## config.mk

```make
export PLATFORM = sky130hd
export DESIGN_NAME = rrgm_ram
export DESIGN_NICKNAME = d
export VERILOG_FILES = /design/src/rtl/rrgm_ram.sv
export SDC_FILE = /design/constraint.sdc
export NUM_CORES = 2
export LEC_CHECK = 0
export BUFFER_PORTS_ARGS = -buffer_cell sky130_fd_sc_hd__buf_2
export CORE_MARGIN = 3
export CORE_UTILIZATION = 60
export CTS_CLUSTER_DIAMETER = 60
export DETAILED_ROUTE_END_ITERATION = 10
export HOLD_SLACK_MARGIN = 0.05
export PLACE_DENSITY = 0.8
export SYNTH_ARGS = -nofsm -noshare
export SYNTH_HDL_FRONTEND = slang
export SYNTH_SLANG_ARGS = --single-unit
```

## constraint.sdc

```tcl
create_clock -name clk_i -period 2.5 [get_ports clk_i]
set_input_delay 0 -clock clk_i [delete_from_list [all_inputs] [get_ports clk_i]]
set_output_delay 0 -clock clk_i [all_outputs]
set_load 0.01 [all_outputs]
```

## src/rtl/rrgm_ram.sv

```systemverilog
module rrgm_ram #(
  parameter int unsigned WIDTH = 8,
  parameter int unsigned DEPTH = 256
) (
  input  logic                     clk_i,
  input  logic                     we_i,
  input  logic [$clog2(DEPTH)-1:0] waddr_i,
  input  logic [WIDTH-1:0]         wdata_i,
  input  logic                     re_i,
  input  logic [$clog2(DEPTH)-1:0] raddr_i,
  output logic [WIDTH-1:0]         rdata_o
);

  logic [WIDTH-1:0] mem_q [DEPTH];
  logic [WIDTH-1:0] rdata_q;

  always_ff @(posedge clk_i) begin
    if (we_i) begin
      mem_q[waddr_i] <= wdata_i;
    end
    if (re_i) begin
      rdata_q <= mem_q[raddr_i];
    end
  end

  assign rdata_o = rdata_q;

endmodule

```

==> impl_metrics.yaml <==
grt:
  global_route.usage.total: 0.307
  antenna_found_initial: 9
  grt_max_degree: 110
  grt_pass1_vias: 43588
  grt_pass1_wl_um: 302000
  grt-ovfl-total: 0
floorplan:
  die-area_um2: 137000
  core_um2: 132000
  pin_count: 35
  start_util: 0.605
  die_w_um: 370
  rows: 133
  die_h_um: 370
yosys:
  synth_cells: 3733
  seq_area_frac_synth: 0.775
  ys_ff_latch: 2056
  ys.flop_type: "edfxtp_1"
  syn_nets: 3760
  yosysWarnings: 0
  synth_area_um2: 79600
  postSynthAreaPerCell_um2: 21.3
  async_reset_ff_frac: 0
  yosysUniqueCellTypes: 54
  synth_edf_count: 2056
placed_design:
  post-place-ws_ns: -0.671
  portBuffers: 34
  dp_hpwl_um: 126000
  placed_cells: 5901
  gp_congestion: 0.884
clock_tree:
  htreeDepth: 4
  path_clk_slew_ns: 0.06
  cts_buffers: 194
  cts-root-buf: "clkbuf_16"
  ctsLongestPathBuffers: 3
  cts_sinks: 2056
  cts_tree: "built"
  insertion_delay_ns: 0.85
status:
  violations: "setup timing"
  outcome: "complete, but fails checks"
drt:
  antenna_left: 0
  viasPerCell: 6.87
  drcViolationCount: 0
  first_pass_iters: 5
  vias: 43142
  wirelength_um: 207000
  wl_per_cell_um: 32.9
  drtIter0Drc: 6692
layout:
  finalNonFillerCells: 6281
  final_cell_mix: "edfxtp_1, buf_4, mux4_2"
  final_common_cell: "edfxtp_1"
  drive_above_1_share: 0.310
  syn_to_final_growth_pct: 16.3
  nets: 4389
critical_path:
  startpoint_type: "flop"
  endpoint_kind: "flop"
  crit_chain: "mux4_2, a22oi_1, a21oi_1, nor4_2, buf_4, nor4_1"
  cp_slowest_cell: "mux4_2"
  cpPeakStageDelay_ns: 0.55
  crit_type: "reg2reg"
  worstPathArrival_ns: 3.16
  worstPathMaxFanout: 1
  cp.required_ns: 3.09
sta:
  slew_headroom: 0.284
  fin_skew_ns: 0.0354
  worst_slack_ns: -0.0702
  setup_viol: 2
  tns_ns: -0.0774
  fin_crit_sh: 1.03
  timing.final.hold_violations: 0
  layout_min_cycle_time_ns: 2.57
  tightest_slew_ns: 1.07
  drv_slew: 0
  achievable-frequency_mhz: 389
power:
  p_leak_nw: 29.9
  powerDensity_nw_per_um2: 762
  ir_drop_mv: 0.865
  total_power_mw: 70.5
min_path:
  worst_hold_path_type: "in2reg"
run:
  maxCapViolCount: 0
==> report_power, final <==
group / total, mW / internal (mW) / switching (mW)
Clock: 28.5 / 15.7 / 12.8
Sequential: 38.1 / 38.0 / 0.0554
Combinational: 3.97 / 1.56 / 2.42
Total: 70.5 / 55.3 / 15.3
==> through the flow <==
step	utilization	hold WS [ns]	area [µm²]
final	0.703	0.140	92600
after global routing	0.703	0.126	92600
after CTS	0.703	0.0830	92500
after detailed placement	0.654	0.424	86100
after global placement	0.654	0.429	86100
after floorplan	-	0.0989	79600
==> logic make-up after synthesis <==
family          Yosys count  synth area share
buf+inv                 235            0.0183
simple gates            466            0.0263
flops                  2056             0.775
compound gates          385            0.0342
mux                     591             0.146
==> cells in the mapped netlist, types with 24 or more instances <==
master    count  area share
nor4_1       24      0.0019
nor2b_1      31      0.0024
clkbuf_1    111      0.0052
mux2i_1     134       0.017
nor2_1      282       0.013
nand2_1      33      0.0016
buf_4        27      0.0025
o221ai_1     46      0.0051
o22ai_1      28      0.0022
nand3_1      34      0.0021
buf_2        31      0.0019
mux4_2      454        0.13
edfxtp_1   2056        0.78
a21oi_1      96      0.0060
a22oi_1     133       0.013
==> metal layers <==
| layer | part of all wire | global-route usage |
|---|---|---|
| met1 | 0.34 | 0.419 |
| met2 | 0.48 | 0.474 |
| met3 | 0.14 | 0.0859 |
| met4 | 0.046 | 0.128 |
| met5 | 0.00026 | 0 |
==> cell type report <==
cell class	count	area (µm²)
Sequential cell	2056	61700
Fill cell	7158	39000
Multi-Input combinational cell	1442	16600
Timing Repair Buffer	666	5870
Clock buffer	232	5000
Tap cell	1755	2200
Clock inverter	121	1140
Antenna cell	7	17.5
Inverter	2	7.51
==> repair_timing <==
| action | 4_1_cts | 5_1_grt |
|---|---|---|
| buffers inserted | 0 | 0 |
| setup endpoints to repair | 7 | 6 |
| resized for setup | 16 | 10 |
| hold buffers | 20 | 0 |
| pin swaps | 2 | 1 |
| endpoints found under the hold margin | 1735 | 0 |
==> worst max-delay path: cells and delay by family (launching register included) <==
kind | cells | cell delay, ns
AOI/OAI and AO/OA | 2 | 0.63
muxes | 1 | 0.55
and+or+nand+nor | 2 | 0.48
DFF | 1 | 0.45
buffers and inverters | 1 | 0.19
==> state kept, by name (all words and copies together), names as in the netlist <==
signal   cells
mem_q     2048
rdata_o      8
==> worst paths after layout <==
path	startpoint	end	cells past startpoint	slack (ns)
hold / removal	re_i	rdata_o[7]	2	0.14
setup / recovery	mem_q[194][4]	rdata_o[4]	6	-0.07
hold reg to reg	mem_q[38][0]	rdata_o[0]	6	1.24
setup reg to reg	mem_q[194][4]	rdata_o[4]	6	-0.07
Power figures use the tool's default switching activity.
